## src/design/mstt_pkg.sv

```systemverilog
// ----------------------------------------------------------------------------
// mstt_pkg
// Shared codes, widths and controller/datapath types of the timer table.
// ----------------------------------------------------------------------------
package mstt_pkg;

    localparam int NUM_SLOTS_DEF = 8;

    localparam int OP_W   = 2;
    localparam int TIME_W = 32;
    localparam int ID_W   = 4;
    localparam int KIND_W = 3;

    localparam logic [OP_W-1:0] OP_ADD     = 2'd0;
    localparam logic [OP_W-1:0] OP_REMOVE  = 2'd1;
    localparam logic [OP_W-1:0] OP_SERVICE = 2'd2;
    localparam logic [OP_W-1:0] OP_ANSWER  = 2'd3;

    localparam logic [KIND_W-1:0] KIND_ADD    = 3'd0;
    localparam logic [KIND_W-1:0] KIND_REMOVE = 3'd1;
    localparam logic [KIND_W-1:0] KIND_FIRE   = 3'd2;
    localparam logic [KIND_W-1:0] KIND_ANSWER = 3'd3;
    localparam logic [KIND_W-1:0] KIND_DONE   = 3'd4;

    typedef struct packed {
        logic latch;
        logic exec;
        logic fire;
        logic advance;
        logic done;
    } ctrl_cmd_t;

    typedef struct packed {
        logic out_free;
        logic hit;
        logic idx_last;
    } dp_status_t;

endpackage

```

## src/design/mstt_if.sv

```systemverilog
// ----------------------------------------------------------------------------
// mstt_req_if / mstt_rsp_if
// Valid/ready channels carrying request and result transactions.
// ----------------------------------------------------------------------------
interface mstt_req_if;
    logic                         valid;
    logic                         ready;
    logic [mstt_pkg::OP_W-1:0]    op;
    logic [mstt_pkg::TIME_W-1:0]  now_ms;
    logic [mstt_pkg::TIME_W-1:0]  period_ms;
    logic [mstt_pkg::ID_W-1:0]    slot_id;

    modport source (output valid, op, now_ms, period_ms, slot_id, input ready);
    modport sink   (input valid, op, now_ms, period_ms, slot_id, output ready);
endinterface

interface mstt_rsp_if;
    logic                         valid;
    logic                         ready;
    logic [mstt_pkg::KIND_W-1:0]  kind;
    logic [mstt_pkg::ID_W-1:0]    slot_id_res;
    logic [mstt_pkg::TIME_W-1:0]  fired_period;
    logic                         ok;
    logic                         last;

    modport source (output valid, kind, slot_id_res, fired_period, ok, last, input ready);
    modport sink   (input valid, kind, slot_id_res, fired_period, ok, last, output ready);
endinterface

```

## src/design/multi_slot_rearm_timer_table.sv

```systemverilog
// ----------------------------------------------------------------------------
// multi_slot_rearm_timer_table
// Timer slot table with add, remove, service scan and callback answer.
// ----------------------------------------------------------------------------
// Requests arrive on the req channel (op, now_ms, period_ms, slot_id) and
// results leave on the rsp channel (kind, slot_id_res, fired_period, ok,
// last); each is a valid/ready transaction.
// One request is in work at a time. Add, remove and answer load their result
// into the output register once it is free, and ready returns in the cycle in
// which that result appears. Service scans the slots one at a time through
// the interval and due-time memories, each with a read state and a compare
// state; it loads one fire result per due slot as the register frees and a
// closing done result with last set, and ready returns with the done result.
// Results pass through a single output register, so a new request can be
// accepted while the previous result still waits. When the receiver stalls,
// the sequencer holds at its next result until the register frees.
// Reset clears all active and pending flags, the service time and the result
// valid flag; interval and due memories are not cleared and are only used for
// slots that add has written.
// ----------------------------------------------------------------------------
module multi_slot_rearm_timer_table #(
    parameter int NUM_SLOTS = mstt_pkg::NUM_SLOTS_DEF
) (
    input  logic       clk,
    input  logic       rst_n,
    mstt_req_if.sink   req,
    mstt_rsp_if.source rsp
);
    import mstt_pkg::*;

    ctrl_cmd_t  cmd;
    dp_status_t status;

    mstt_ctrl u_ctrl (
        .clk       (clk),
        .rst_n     (rst_n),
        .req_valid (req.valid),
        .req_op    (req.op),
        .req_ready (req.ready),
        .status    (status),
        .cmd       (cmd)
    );

    mstt_dp #(
        .NUM_SLOTS (NUM_SLOTS)
    ) u_dp (
        .clk              (clk),
        .rst_n            (rst_n),
        .req_op           (req.op),
        .req_now_ms       (req.now_ms),
        .req_period_ms    (req.period_ms),
        .req_slot_id      (req.slot_id),
        .cmd              (cmd),
        .status           (status),
        .rsp_valid        (rsp.valid),
        .rsp_ready        (rsp.ready),
        .rsp_kind         (rsp.kind),
        .rsp_slot_id_res  (rsp.slot_id_res),
        .rsp_fired_period (rsp.fired_period),
        .rsp_ok           (rsp.ok),
        .rsp_last         (rsp.last)
    );

endmodule

```

## src/design/mstt_ctrl.sv

```systemverilog
// ----------------------------------------------------------------------------
// mstt_ctrl
// Sequencer: accepts one request, runs it, scans slots for service.
// ----------------------------------------------------------------------------
module mstt_ctrl (
    input  logic                         clk,
    input  logic                         rst_n,
    input  logic                         req_valid,
    input  logic [mstt_pkg::OP_W-1:0]    req_op,
    output logic                         req_ready,
    input  mstt_pkg::dp_status_t         status,
    output mstt_pkg::ctrl_cmd_t          cmd
);
    import mstt_pkg::*;

    localparam logic [2:0] S_IDLE  = 3'd0;
    localparam logic [2:0] S_EXEC  = 3'd1;
    localparam logic [2:0] S_LOAD  = 3'd2;
    localparam logic [2:0] S_CHECK = 3'd3;
    localparam logic [2:0] S_DONE  = 3'd4;

    logic [2:0] state_reg;
    logic [2:0] state_next;

    always_comb
    begin
        state_next  = state_reg;
        cmd         = '0;
        req_ready   = 1'b0;
        unique case (state_reg)
            S_IDLE:
            begin
                req_ready = 1'b1;
                if (req_valid)
                begin
                    cmd.latch  = 1'b1;
                    state_next = (req_op == OP_SERVICE) ? S_LOAD : S_EXEC;
                end
            end
            S_EXEC:
            begin
                if (status.out_free)
                begin
                    cmd.exec   = 1'b1;
                    state_next = S_IDLE;
                end
            end
            S_LOAD:
            begin
                state_next = S_CHECK;
            end
            S_CHECK:
            begin
                if (!status.hit)
                begin
                    cmd.advance = 1'b1;
                    state_next  = status.idx_last ? S_DONE : S_LOAD;
                end
                else if (status.out_free)
                begin
                    cmd.fire   = 1'b1;
                    state_next = status.idx_last ? S_DONE : S_LOAD;
                end
            end
            S_DONE:
            begin
                if (status.out_free)
                begin
                    cmd.done   = 1'b1;
                    state_next = S_IDLE;
                end
            end
            default:
            begin
                state_next = S_IDLE;
            end
        endcase
    end

    always_ff @(posedge clk or negedge rst_n)
    begin
        if (!rst_n)
        begin
            state_reg <= S_IDLE;
        end
        else
        begin
            state_reg <= state_next;
        end
    end

endmodule

```

## src/design/mstt_dp.sv

```systemverilog
// ----------------------------------------------------------------------------
// mstt_dp
// Slot state, interval and due-time memories, scan index, result register.
// ----------------------------------------------------------------------------
module mstt_dp #(
    parameter int NUM_SLOTS = mstt_pkg::NUM_SLOTS_DEF
) (
    input  logic                         clk,
    input  logic                         rst_n,
    input  logic [mstt_pkg::OP_W-1:0]    req_op,
    input  logic [mstt_pkg::TIME_W-1:0]  req_now_ms,
    input  logic [mstt_pkg::TIME_W-1:0]  req_period_ms,
    input  logic [mstt_pkg::ID_W-1:0]    req_slot_id,
    input  mstt_pkg::ctrl_cmd_t          cmd,
    output mstt_pkg::dp_status_t         status,
    output logic                         rsp_valid,
    input  logic                         rsp_ready,
    output logic [mstt_pkg::KIND_W-1:0]  rsp_kind,
    output logic [mstt_pkg::ID_W-1:0]    rsp_slot_id_res,
    output logic [mstt_pkg::TIME_W-1:0]  rsp_fired_period,
    output logic                         rsp_ok,
    output logic                         rsp_last
);
    import mstt_pkg::*;

    localparam int IDX_W = (NUM_SLOTS > 1) ? $clog2(NUM_SLOTS) : 1;
    localparam int EW    = (IDX_W > ID_W) ? IDX_W : ID_W;

    logic [OP_W-1:0]      op_reg;
    logic [TIME_W-1:0]    now_reg;
    logic [TIME_W-1:0]    per_reg;
    logic [ID_W-1:0]      id_reg;
    logic [TIME_W-1:0]    service_time_reg;
    logic [NUM_SLOTS-1:0] active_reg;
    logic [NUM_SLOTS-1:0] active_next;
    logic [NUM_SLOTS-1:0] pending_reg;
    logic [NUM_SLOTS-1:0] pending_next;
    logic [IDX_W-1:0]     idx_reg;
    logic [IDX_W-1:0]     idx_next;
    logic [TIME_W-1:0]    rd_period_reg;
    logic [TIME_W-1:0]    rd_due_reg;

    logic                 out_valid_reg;
    logic                 out_valid_next;
    logic [KIND_W-1:0]    out_kind_reg;
    logic [KIND_W-1:0]    out_kind_next;
    logic [ID_W-1:0]      out_id_reg;
    logic [ID_W-1:0]      out_id_next;
    logic [TIME_W-1:0]    out_period_reg;
    logic [TIME_W-1:0]    out_period_next;
    logic                 out_ok_reg;
    logic                 out_ok_next;
    logic                 out_last_reg;
    logic                 out_last_next;

    logic [TIME_W-1:0]    period_mem [NUM_SLOTS];
    logic [TIME_W-1:0]    due_mem [NUM_SLOTS];
    logic                 we;
    logic [IDX_W-1:0]     wr_addr;
    logic [TIME_W-1:0]    wr_due;

    logic [NUM_SLOTS-1:0] free_vec;
    logic [NUM_SLOTS-1:0] low_free;
    logic [IDX_W-1:0]     add_idx;
    logic                 table_full;
    logic [EW-1:0]        id_ext;
    logic [IDX_W-1:0]     sel;
    logic                 id_ok;
    logic                 add_ok;
    logic                 rm_ok;
    logic                 ans_ok;
    logic [TIME_W-1:0]    diff;
    logic                 emit;

    assign free_vec   = ~active_reg;
    assign low_free   = free_vec & (~free_vec + NUM_SLOTS'(1));
    assign table_full = (active_reg == '1);

    always_comb
    begin
        add_idx = '0;
        for (int i = 0; i < NUM_SLOTS; i++)
        begin
            if (low_free[i])
            begin
                add_idx = add_idx | IDX_W'(i);
            end
        end
    end

    assign id_ext = EW'(id_reg);
    assign sel    = IDX_W'(id_ext - EW'(1));
    assign id_ok  = (id_reg != '0) && (32'(id_reg) <= 32'(NUM_SLOTS));
    assign add_ok = (per_reg != '0) && !table_full;
    assign rm_ok  = id_ok && active_reg[sel];
    assign ans_ok = id_ok && active_reg[sel] && pending_reg[sel];

    assign diff            = service_time_reg - rd_due_reg;
    assign status.hit      = active_reg[idx_reg] && !pending_reg[idx_reg] && !diff[TIME_W-1];
    assign status.idx_last = (idx_reg == IDX_W'(NUM_SLOTS - 1));
    assign status.out_free = !out_valid_reg || rsp_ready;

    assign emit = cmd.exec || cmd.fire || cmd.done;

    always_comb
    begin
        active_next     = active_reg;
        pending_next    = pending_reg;
        we              = 1'b0;
        wr_addr         = add_idx;
        wr_due          = now_reg + per_reg;
        out_kind_next   = out_kind_reg;
        out_id_next     = out_id_reg;
        out_period_next = out_period_reg;
        out_ok_next     = out_ok_reg;
        out_last_next   = out_last_reg;
        out_valid_next  = out_valid_reg && !rsp_ready;
        if (emit)
        begin
            out_valid_next = 1'b1;
        end

        if (cmd.exec)
        begin
            out_period_next = '0;
            out_last_next   = 1'b1;
            out_ok_next     = 1'b0;
            out_id_next     = '0;
            unique case (op_reg)
                OP_ADD:
                begin
                    out_kind_next = KIND_ADD;
                    if (add_ok)
                    begin
                        active_next[add_idx]  = 1'b1;
                        pending_next[add_idx] = 1'b0;
                        we                    = 1'b1;
                        out_ok_next           = 1'b1;
                        out_id_next           = ID_W'({1'b0, add_idx} + 1'b1);
                    end
                end
                OP_REMOVE:
                begin
                    out_kind_next = KIND_REMOVE;
                    if (rm_ok)
                    begin
                        active_next[sel]  = 1'b0;
                        pending_next[sel] = 1'b0;
                        out_ok_next       = 1'b1;
                        out_id_next       = id_reg;
                    end
                end
                OP_ANSWER:
                begin
                    out_kind_next = KIND_ANSWER;
                    if (ans_ok)
                    begin
                        pending_next[sel] = 1'b0;
                        if (per_reg == '0)
                        begin
                            active_next[sel] = 1'b0;
                        end
                        else
                        begin
                            we      = 1'b1;
                            wr_addr = sel;
                            wr_due  = service_time_reg + per_reg;
                        end
                        out_ok_next = 1'b1;
                        out_id_next = id_reg;
                    end
                end
                OP_SERVICE:
                begin
                    out_kind_next = KIND_DONE;
                end
            endcase
        end

        if (cmd.fire)
        begin
            pending_next[idx_reg] = 1'b1;
            out_kind_next         = KIND_FIRE;
            out_id_next           = ID_W'({1'b0, idx_reg} + 1'b1);
            out_period_next       = rd_period_reg;
            out_ok_next           = 1'b0;
            out_last_next         = 1'b0;
        end

        if (cmd.done)
        begin
            out_kind_next   = KIND_DONE;
            out_id_next     = '0;
            out_period_next = '0;
            out_ok_next     = 1'b0;
            out_last_next   = 1'b1;
        end
    end

    always_comb
    begin
        idx_next = idx_reg;
        if (cmd.latch && (req_op == OP_SERVICE))
        begin
            idx_next = '0;
        end
        else if (cmd.advance || cmd.fire)
        begin
            idx_next = status.idx_last ? '0 : idx_reg + 1'b1;
        end
    end

    always_ff @(posedge clk or negedge rst_n)
    begin
        if (!rst_n)
        begin
            active_reg       <= '0;
            pending_reg      <= '0;
            service_time_reg <= '0;
            idx_reg          <= '0;
            out_valid_reg    <= 1'b0;
        end
        else
        begin
            active_reg    <= active_next;
            pending_reg   <= pending_next;
            idx_reg       <= idx_next;
            out_valid_reg <= out_valid_next;
            if (cmd.latch && (req_op == OP_SERVICE))
            begin
                service_time_reg <= req_now_ms;
            end
        end
    end

    always_ff @(posedge clk)
    begin
        if (cmd.latch)
        begin
            op_reg  <= req_op;
            now_reg <= req_now_ms;
            per_reg <= req_period_ms;
            id_reg  <= req_slot_id;
        end
        out_kind_reg   <= out_kind_next;
        out_id_reg     <= out_id_next;
        out_period_reg <= out_period_next;
        out_ok_reg     <= out_ok_next;
        out_last_reg   <= out_last_next;
    end

    always_ff @(posedge clk)
    begin
        if (we)
        begin
            period_mem[wr_addr] <= per_reg;
            due_mem[wr_addr]    <= wr_due;
        end
        rd_period_reg <= period_mem[idx_reg];
        rd_due_reg    <= due_mem[idx_reg];
    end

    assign rsp_valid        = out_valid_reg;
    assign rsp_kind         = out_kind_reg;
    assign rsp_slot_id_res  = out_id_reg;
    assign rsp_fired_period = out_period_reg;
    assign rsp_ok           = out_ok_reg;
    assign rsp_last         = out_last_reg;

    a_emit_free: assert property (@(posedge clk) disable iff (!rst_n)
        emit |-> status.out_free)
        else $error("result loaded while result register is occupied");

    a_cmd_excl: assert property (@(posedge clk) disable iff (!rst_n)
        $onehot0({cmd.latch, cmd.exec, cmd.fire, cmd.advance, cmd.done}))
        else $error("conflicting controller commands");

    a_fire_hit: assert property (@(posedge clk) disable iff (!rst_n)
        cmd.fire |-> status.hit)
        else $error("fire issued for a slot that is not due");

    a_fire_pend: assert property (@(posedge clk) disable iff (!rst_n)
        cmd.fire |=> pending_reg[$past(idx_reg)])
        else $error("fired slot not marked pending");

    a_pend_active: assert property (@(posedge clk) disable iff (!rst_n)
        (pending_reg & ~active_reg) == '0)
        else $error("pending slot is not active");

endmodule

```

## src/flat_wrapper.sv

```systemverilog
// flat-port wrapper written by rule: the top's interface ports become plain ports
module multi_slot_rearm_timer_table_flat import mstt_pkg::*;
#(
    parameter int NUM_SLOTS = mstt_pkg::NUM_SLOTS_DEF
)
  (clk, rst_n, req_valid, req_op, req_now_ms, req_period_ms, req_slot_id, req_ready, rsp_valid, rsp_kind, rsp_slot_id_res, rsp_fired_period, rsp_ok, rsp_last, rsp_ready);
  mstt_req_if req_i ();
  mstt_rsp_if rsp_i ();
  input  logic clk;
  input  logic rst_n;
  input wire logic [$bits(req_i.valid)-1:0] req_valid;
  input wire logic [$bits(req_i.op)-1:0] req_op;
  input wire logic [$bits(req_i.now_ms)-1:0] req_now_ms;
  input wire logic [$bits(req_i.period_ms)-1:0] req_period_ms;
  input wire logic [$bits(req_i.slot_id)-1:0] req_slot_id;
  output wire logic [$bits(req_i.ready)-1:0] req_ready;
  output wire logic [$bits(rsp_i.valid)-1:0] rsp_valid;
  output wire logic [$bits(rsp_i.kind)-1:0] rsp_kind;
  output wire logic [$bits(rsp_i.slot_id_res)-1:0] rsp_slot_id_res;
  output wire logic [$bits(rsp_i.fired_period)-1:0] rsp_fired_period;
  output wire logic [$bits(rsp_i.ok)-1:0] rsp_ok;
  output wire logic [$bits(rsp_i.last)-1:0] rsp_last;
  input wire logic [$bits(rsp_i.ready)-1:0] rsp_ready;
  assign req_i.valid = req_valid;
  assign req_i.op = req_op;
  assign req_i.now_ms = req_now_ms;
  assign req_i.period_ms = req_period_ms;
  assign req_i.slot_id = req_slot_id;
  assign req_ready = req_i.ready;
  assign rsp_valid = rsp_i.valid;
  assign rsp_kind = rsp_i.kind;
  assign rsp_slot_id_res = rsp_i.slot_id_res;
  assign rsp_fired_period = rsp_i.fired_period;
  assign rsp_ok = rsp_i.ok;
  assign rsp_last = rsp_i.last;
  assign rsp_i.ready = rsp_ready;
  multi_slot_rearm_timer_table #(.NUM_SLOTS(NUM_SLOTS)) u_core (.clk(clk), .rst_n(rst_n), .req(req_i), .rsp(rsp_i));
endmodule
```

## config.mk

```make
export PLATFORM = sky130hd
export DESIGN_NAME = multi_slot_rearm_timer_table_flat
export DESIGN_NICKNAME = d
export VERILOG_FILES = /design/src/design/mstt_pkg.sv /design/src/design/mstt_if.sv /design/src/design/multi_slot_rearm_timer_table.sv /design/src/design/mstt_ctrl.sv /design/src/design/mstt_dp.sv /design/src/flat_wrapper.sv
export SDC_FILE = /design/constraint.sdc
export NUM_CORES = 1
export LEC_CHECK = 0
export BUFFER_PORTS_ARGS = -buffer_cell sky130_fd_sc_hd__buf_4
export CAP_MARGIN = 10
export CORE_MARGIN = 2
export CORE_UTILIZATION = 30
export CTS_CLUSTER_DIAMETER = 40
export DETAILED_ROUTE_END_ITERATION = 6
export GPL_TIMING_DRIVEN = 0
export PLACE_DENSITY = 0.48
export SETUP_SLACK_MARGIN = 0.15
export SYNTH_ARGS = -nofsm -noshare
export SYNTH_HDL_FRONTEND = slang
export SYNTH_SLANG_ARGS = --single-unit
```

## constraint.sdc

```tcl
create_clock -name clk -period 18.7 [get_ports clk]
set_input_delay 3.74 -clock clk [delete_from_list [all_inputs] [get_ports clk]]
set_output_delay 3.74 -clock clk [all_outputs]
set_load 0.01 [all_outputs]
```

# After elaboration in Yosys (flattened, before gate mapping)
# Memory sizes are Yosys's and may differ from the RTL's. A register that Yosys moved wholly into a read port is not among the register bits.
# Index checks and enable logic that the tools add are counted.
[op_classes] add_sub_neg=8 magnitude_cmp=7 eq_ne=17 n_mux=83 bitwise_logic=10 reduce_logical=32
[op_table] op="$mux W32" count=6
[op_table] op="$mux W8" count=9
[op_table] op="$add A32 B32 Y32" count=2
[op_table] op="$mux W3" count=18
[op_table] op="$pmux W8 S3" count=2
[op_table] op="$and A8 B8 Y8" count=4
[op_table] op="$logic_not A32 Y1" count=1
[op_table] op="$not A8 Y8" count=4
[op_table] op="$reduce_bool A32 Y1" count=1
[op_table] op="$sub A32 B32 Y32" count=1
[op_table] op="$mux W1" count=27
[op_table] op="$pmux W3 S4" count=2
[op_table] op="$mux W4" count=5
[op_table] op="$or A8 B8 Y8" count=2
[op_table] op="$bmux W1 S3" count=4
[op_table] op="$lt A3 B4 Y1 const B" count=3
[op_table] op="$pmux W4 S3" count=1
[op_table] op="$logic_and A1 B1 Y1" count=11
[op_table] op="$ne A2 B2 Y1 const B" count=5
[op_table] op="$demux W1 S3" count=3
[op_table] op="$ge A3 B1 Y1 const B" count=3
[op_table] op="$add A3 B1 Y4 const B" count=2
[op_table] op="$add A8 B1 Y8 const B" count=1
[op_table] op="$eq A8 B8 Y1 const B" count=1
[op_table] op="other kinds (23)" count=39
[word_totals] regBits=166 mem_bits_rw=512 inputBits=74 wordCells=175 mem_count=2
[memory_table] memory="u_core.u_dp.due_mem" depth=8 width=32 rd=1 rd_clocked_by_memory_dff=1 wr=1 line="mstt_dp.sv:57" source="logic [TIME_W-1:0] due_mem [NUM_SLOTS];"
[memory_table] memory="u_core.u_dp.period_mem" depth=8 width=32 rd=1 rd_clocked_by_memory_dff=1 wr=1 line="mstt_dp.sv:56" source="logic [TIME_W-1:0] period_mem [NUM_SLOTS];"

# Logic depth before layout (Yosys ltp)
[logic_depth] word_depth=22 mapped_depth=14

# By module
# A second synthesis with hierarchy kept.
[unflattened] cells_unflattened=2208 hier_area_um2=31685.4
[by_module_without_submodules] module="mstt_dp" n_inst=1 cells_per_inst=2182 area_each_um2=31425.1 seq_area_each_um2=20880.0
[by_module_without_submodules] module="mstt_ctrl" n_inst=1 cells_per_inst=26 area_each_um2=260.2 seq_area_each_um2=75.1

# Least setup slack after synthesis
# No wires, ideal clock.
[synth_path] kind="input to register" start="in rsp_ready" end="mem u_core.u_dp.due_mem[1][0], enable pin" arrival_time_ns=7.663 setup_slack_ns=10.551 stages=9 cell_sequence="nor2b_1 nor2_1 nand2_1 or3_1 buf_2 buf_2 o21ai_1 nand3_1 nor2_1"
[synth_via] elab_chain_len=6 word_cells_on_any_way=7 cone_classes="mux: 6; reduce/logical: 1"
[synth_lines] item="from (decl)" line="flat_wrapper.sv:23" source="input wire logic [$bits(rsp_i.ready)-1:0] rsp_ready;"
[synth_lines] item="$logic_or A1 B1 Y1 *" line="mstt_dp.sv:101" source="assign status.out_free = !out_valid_reg || rsp_ready;"
[synth_lines] item="$mux W1 *" line="mstt_ctrl.sv:42" source="if (status.out_free)"
[synth_lines] item="$mux W1 *" line="mstt_ctrl.sv:30" source="unique case (state_reg)"
[synth_lines] item="$mux W1" line="mstt_dp.sv:123" source="if (cmd.exec)"
[synth_lines] item="$mux W1" line="mstt_dp.sv:254" source="if (we)"
[synth_lines] item="$mux W1 (not written as such)" line="mstt_dp.sv:257" source="due_mem[wr_addr] <= wr_due;"
[synth_lines] item="to (decl)" line="mstt_dp.sv:57"
# Mark *: on every way between the ends. The rest lies on a longest branch, timed or not.

# Worst setup path in the final report
[layout_path] start="in rsp_ready" end="mem u_core.u_dp.due_mem[2][12], enable pin"
# The elaborated chain is that of the path after synthesis.

==> flow_metrics.env <==
export IMPL_synthToLayoutAreaGrowth_pct=22.54
export IMPL_p_per_area_mw_per_mm2=165.7
export IMPL_finalPower_mw=6.379
export IMPL_maxCapViolations=0
export IMPL_min_path_type="flop to flop"
export IMPL_use_met3_pct=2.398
export IMPL_yosysWarnings=0
export IMPL_layout_nets=2435
export IMPL_ioPinCount=117
export IMPL_p_switching_mw=2.098
export IMPL_drive_gt1_share_pct=25.29
export IMPL_synth_nets=2178
export IMPL_fillCellCount=9825
export IMPL_r2r_end="u_core.u_dp.due_mem[3][7]$_DFFE_PP_"
export IMPL_crit_path_end_kind="flop"
export IMPL_grt_util_all_layers_pct=16.29
export IMPL_p_int_mw=4.280
export IMPL_r2r_slack_ps=13040
export IMPL_worst_hold_startpoint="u_core.u_dp.rd_period_reg[26]$_DFF_P_"
export IMPL_worstPathArrival_ps=6700
export IMPL_rsz0062_at_grt="false"
export IMPL_path_clk_slew_ps=50
export IMPL_numPortBuffers=116
export IMPL_fin_worst_skew_ps=41.87
export IMPL_gp_congestion=0.8744
export IMPL_synth_cell_types=64
export IMPL_cts_buffers=110
export IMPL_cts_tree="done"
export IMPL_power_frac_seq_pct=36.3
export IMPL_swShare_pct=32.90
export IMPL_postRouteAntennaNets=0
export IMPL_grt_pass1_vias=19575
export IMPL_clkPwrFrac_pct=32.8
export IMPL_status="complete, no violations"
export IMPL_crit_top_cell="buf_2"
export IMPL_hpwl_um=61870
export IMPL_worstPathCellList="buf_4, nor2b_1, nor2_1, nand2_1, or3_1, buf_2, buf_2, o21ai_1, nand3b_1, nor2_4, buf_16, buf_12"
export IMPL_vias=18366
export IMPL_drc=0
export IMPL_synthXorXnorAreaFrac_pct=1.673
export IMPL_yosys_register_bits=742
export IMPL_crit_family="simple AND/OR/NAND/NOR gates"
export IMPL_worstSetupStartpointType="primary input"
export IMPL_synthArstFlopShare_pct=7.412
export IMPL_regToRegStartpoint="u_core.u_dp.id_ext[0]$_DFFE_PP_"
export IMPL_clockBufferDepth=3
export IMPL_timing_final_ws_setup_ps=12350
export IMPL_holdPathStages=2
export IMPL_ir_worst_vdd_mv=0.09795
export IMPL_cts_hold_buf=0
export IMPL_grt_antenna_before_repair=0
export IMPL_critical_path_slowest_cell="nor2_4"
export IMPL_busiest_layer="met2"
export IMPL_wl_um=86970
export IMPL_synthCells=2001
export IMPL_grt_max_degree=56
export IMPL_cts_resized=0
export IMPL_power_leakage_nw=13.59
export IMPL_final_util_pct=37.13
export IMPL_dieArea_mm2=0.1073
export IMPL_synth_compound_area_share_pct=6.696
export IMPL_synth_top_area_share_pct=55.64
export IMPL_synth_largest_area_cell="edfxtp_1"
export IMPL_post_place_ws_ps=11620
export IMPL_synthAdderAreaFrac_pct=4.151
export IMPL_synth_avg_cell_area_um2=15.70
export IMPL_r2r_cells=15
export IMPL_first_iter_violations=1247
export IMPL_drt_wirelength_per_cell_um=23.29
export IMPL_crit_buf_inv=5
export IMPL_power_share_combinational_pct=30.9
export IMPL_die_h_um=327.6
export IMPL_multi_input_area_mm2=0.009966
export IMPL_hold_violations=0
export IMPL_setup_violations=0
export IMPL_met1_usage_pct=20.52
export IMPL_setup_tns_ps=0
export IMPL_grt_pass1_wl_um=128700
export IMPL_drt_vias_per_instance=4.919
export IMPL_grt_overflow_total=0
export IMPL_h_tree_depth=3
export IMPL_min_period_ps=6351
export IMPL_cp_data_required_time_ps=19050
export IMPL_dr_pass1_iters=5
export IMPL_hold_end="u_core.u_dp.rsp_fired_period[26]$_SDFFE_PP0P_"
export IMPL_synthFlopType="edfxtp_1"
export IMPL_max_stage_delay_ps=610
export IMPL_synthSimpleGateAreaFrac_pct=5.410
export IMPL_clock_root_buffer="clkbuf_16"
export IMPL_post_route_period_util_pct=33.96
export IMPL_numClockSinks=742
export IMPL_core_mm2=0.1036
export IMPL_rows=118
export IMPL_muxShareOfSynthArea_pct=13.60
export IMPL_post_cts_repair_setup_buffers=0
export IMPL_synth_area_leaders="edfxtp_1 (56%), mux4_2 (9.5%), dfxtp_1 (6.7%)"
export IMPL_synth_top_family_by_area="multiplexers"
export IMPL_synth_area_mm2=0.03141
export IMPL_relSlewSlack_pct=19.32
export IMPL_placed_area_mm2=0.03464
export IMPL_seqCellArea_mm2=0.02096
export IMPL_gr_usage_met2_pct=28.76
export IMPL_max_freq_mhz=157.5
export IMPL_slew_violations=0
export IMPL_critPathMaxFanout=20
export IMPL_worst_path_stages=12
export IMPL_start_util_pct=30.30
export IMPL_dieWidth_um=327.6
export IMPL_yosysSeqAreaShare_pct=66.72
export IMPL_tightest_slew_ps=1210
export IMPL_stdcell_area_mm2=0.03849
export IMPL_clock_latency_ps=690
export IMPL_critical_path_class="primary input to flop"
export IMPL_synth_edff_count=582
export IMPL_top_regs="u_core.u_dp.due_mem: 256 flops, u_core.u_dp.period_mem: 256 flops"
[worst max-delay path by stage]
| stage | start | end |
|---|---|---|
| after floorplan | rsp_ready | u_core.u_dp.due_mem[1][0]$_DFFE_PP_ |
| after global placement | rsp_ready | u_core.u_dp.due_mem[2][10]$_DFFE_PP_ |
| after detailed placement | rsp_ready | u_core.u_dp.due_mem[2][9]$_DFFE_PP_ |
| final | rsp_ready | u_core.u_dp.due_mem[2][12]$_DFFE_PP_ |
| after CTS | rsp_ready | u_core.u_dp.due_mem[2][12]$_DFFE_PP_ |
| after global routing | rsp_ready | u_core.u_dp.due_mem[2][12]$_DFFE_PP_ |
[tightest hold or removal path, cell delays in order, from the launching register on]
cell and delay (ps):
dfxtp_1 290, nand2_1 50, a21oi_1 50
[cell usage in the layout, fill, tap and decap left out, types with 12 or more instances in the layout]
| cell type | synthesis | layout |
|---|---|---|
| edfxtp_1 | 582 | 582 |
| mux4_2 | 133 | 133 |
| nand2_1 | 130 | 130 |
| a21oi_1 | 118 | 118 |
| buf_4 | 0 | 117 |
| clkbuf_16 | 0 | 111 |
| dfxtp_1 | 105 | 105 |
| ha_1 | 101 | 101 |
| mux2_2 | 100 | 100 |
| o21ai_0 | 74 | 74 |
| clkbuf_1 | 61 | 70 |
| nor2_1 | 68 | 60 |
| nand3_1 | 59 | 59 |
| dfrtp_1 | 55 | 55 |
| inv_1 | 54 | 54 |
| a21o_1 | 37 | 37 |
| xnor2_1 | 33 | 33 |
| xor2_1 | 27 | 27 |
| buf_12 | 0 | 19 |
| nor3_1 | 18 | 18 |
| nand2b_1 | 17 | 17 |
| a31oi_1 | 17 | 17 |
| inv_6 | 0 | 17 |
| nand4_1 | 16 | 16 |
| buf_1 | 16 | 16 |
| clkinv_1 | 1 | 15 |
| mux2i_1 | 15 | 15 |
| a211oi_1 | 15 | 15 |
| bufinv_16 | 0 | 12 |
[power by group through the flow]
stage / clock [mW] / combinational, mW / sequential [mW]
finish: 2.09 / 1.97 / 2.32
CTS: 2.14 / 1.99 / 2.32
detailed placement: 0 / 1.98 / 2.35
global placement: 0 / 1.93 / 2.36
floorplan: 0 / 1.35 / 2.28
global route: 2.20 / 2.18 / 2.34
[synth_stat cells (all sizes together), types with 3 or more instances]
library cell,count
edfxtp,582
mux4,133
nand2,130
a21oi,118
dfxtp,105
ha,101
mux2,100
o21ai,78
nor2,68
clkbuf,61
nand3,59
dfrtp,55
inv,54
a21o,37
xnor2,33
buf,27
xor2,27
nor3,20
a31oi,17
nand2b,17
nand4,16
a211oi,15
mux2i,15
nor2b,10
o211ai,10
o21a,9
nor4,8
o31ai,8
or2,8
and2,7
o21bai,7
a221oi,6
and3,6
o22ai,6
or3,6
a21boi,5
o2bb2ai,4
a31o,3
nand3b,3
o41ai,3
[routing by layer]
layer	up-vias	share of wire, %
li1	8360	-
met1	9445	43
met2	431	51
met3	130	4.2
met4	0	2.3
met5	-	0
[layout make-up]
cell class / count / area share [%]
Inverter: 55 / 0.5364
Clock inverter: 81 / 2.399
Sequential cell: 742 / 54.45
Clock buffer: 126 / 7.520
Tap cell: 1380 / 4.486
Antenna cell: 1 / 0.006502
Multi-Input combinational cell: 1116 / 25.89
Buffer: 88 / 0.8940
Timing Repair Buffer: 145 / 3.817
[through the flow]
stage               instances  hold slack, ps
floorplan                2001           417.4
global placement         3497           425.6
detailed placement       3524           429.3
CTS                      3731           437.1
global route             3733           449.9
finish                   3734           436.0
[kinds of logic after synthesis]
group / count (synthesis)
flip-flops: 742
AND/OR/NAND/NOR: 363
AO/OA/AOI/OAI: 342
multiplexers: 248
buffers and inverters: 143
adder cells (fa/ha/maj): 103
XOR/XNOR: 60
(Power assumes the default switching activity.)
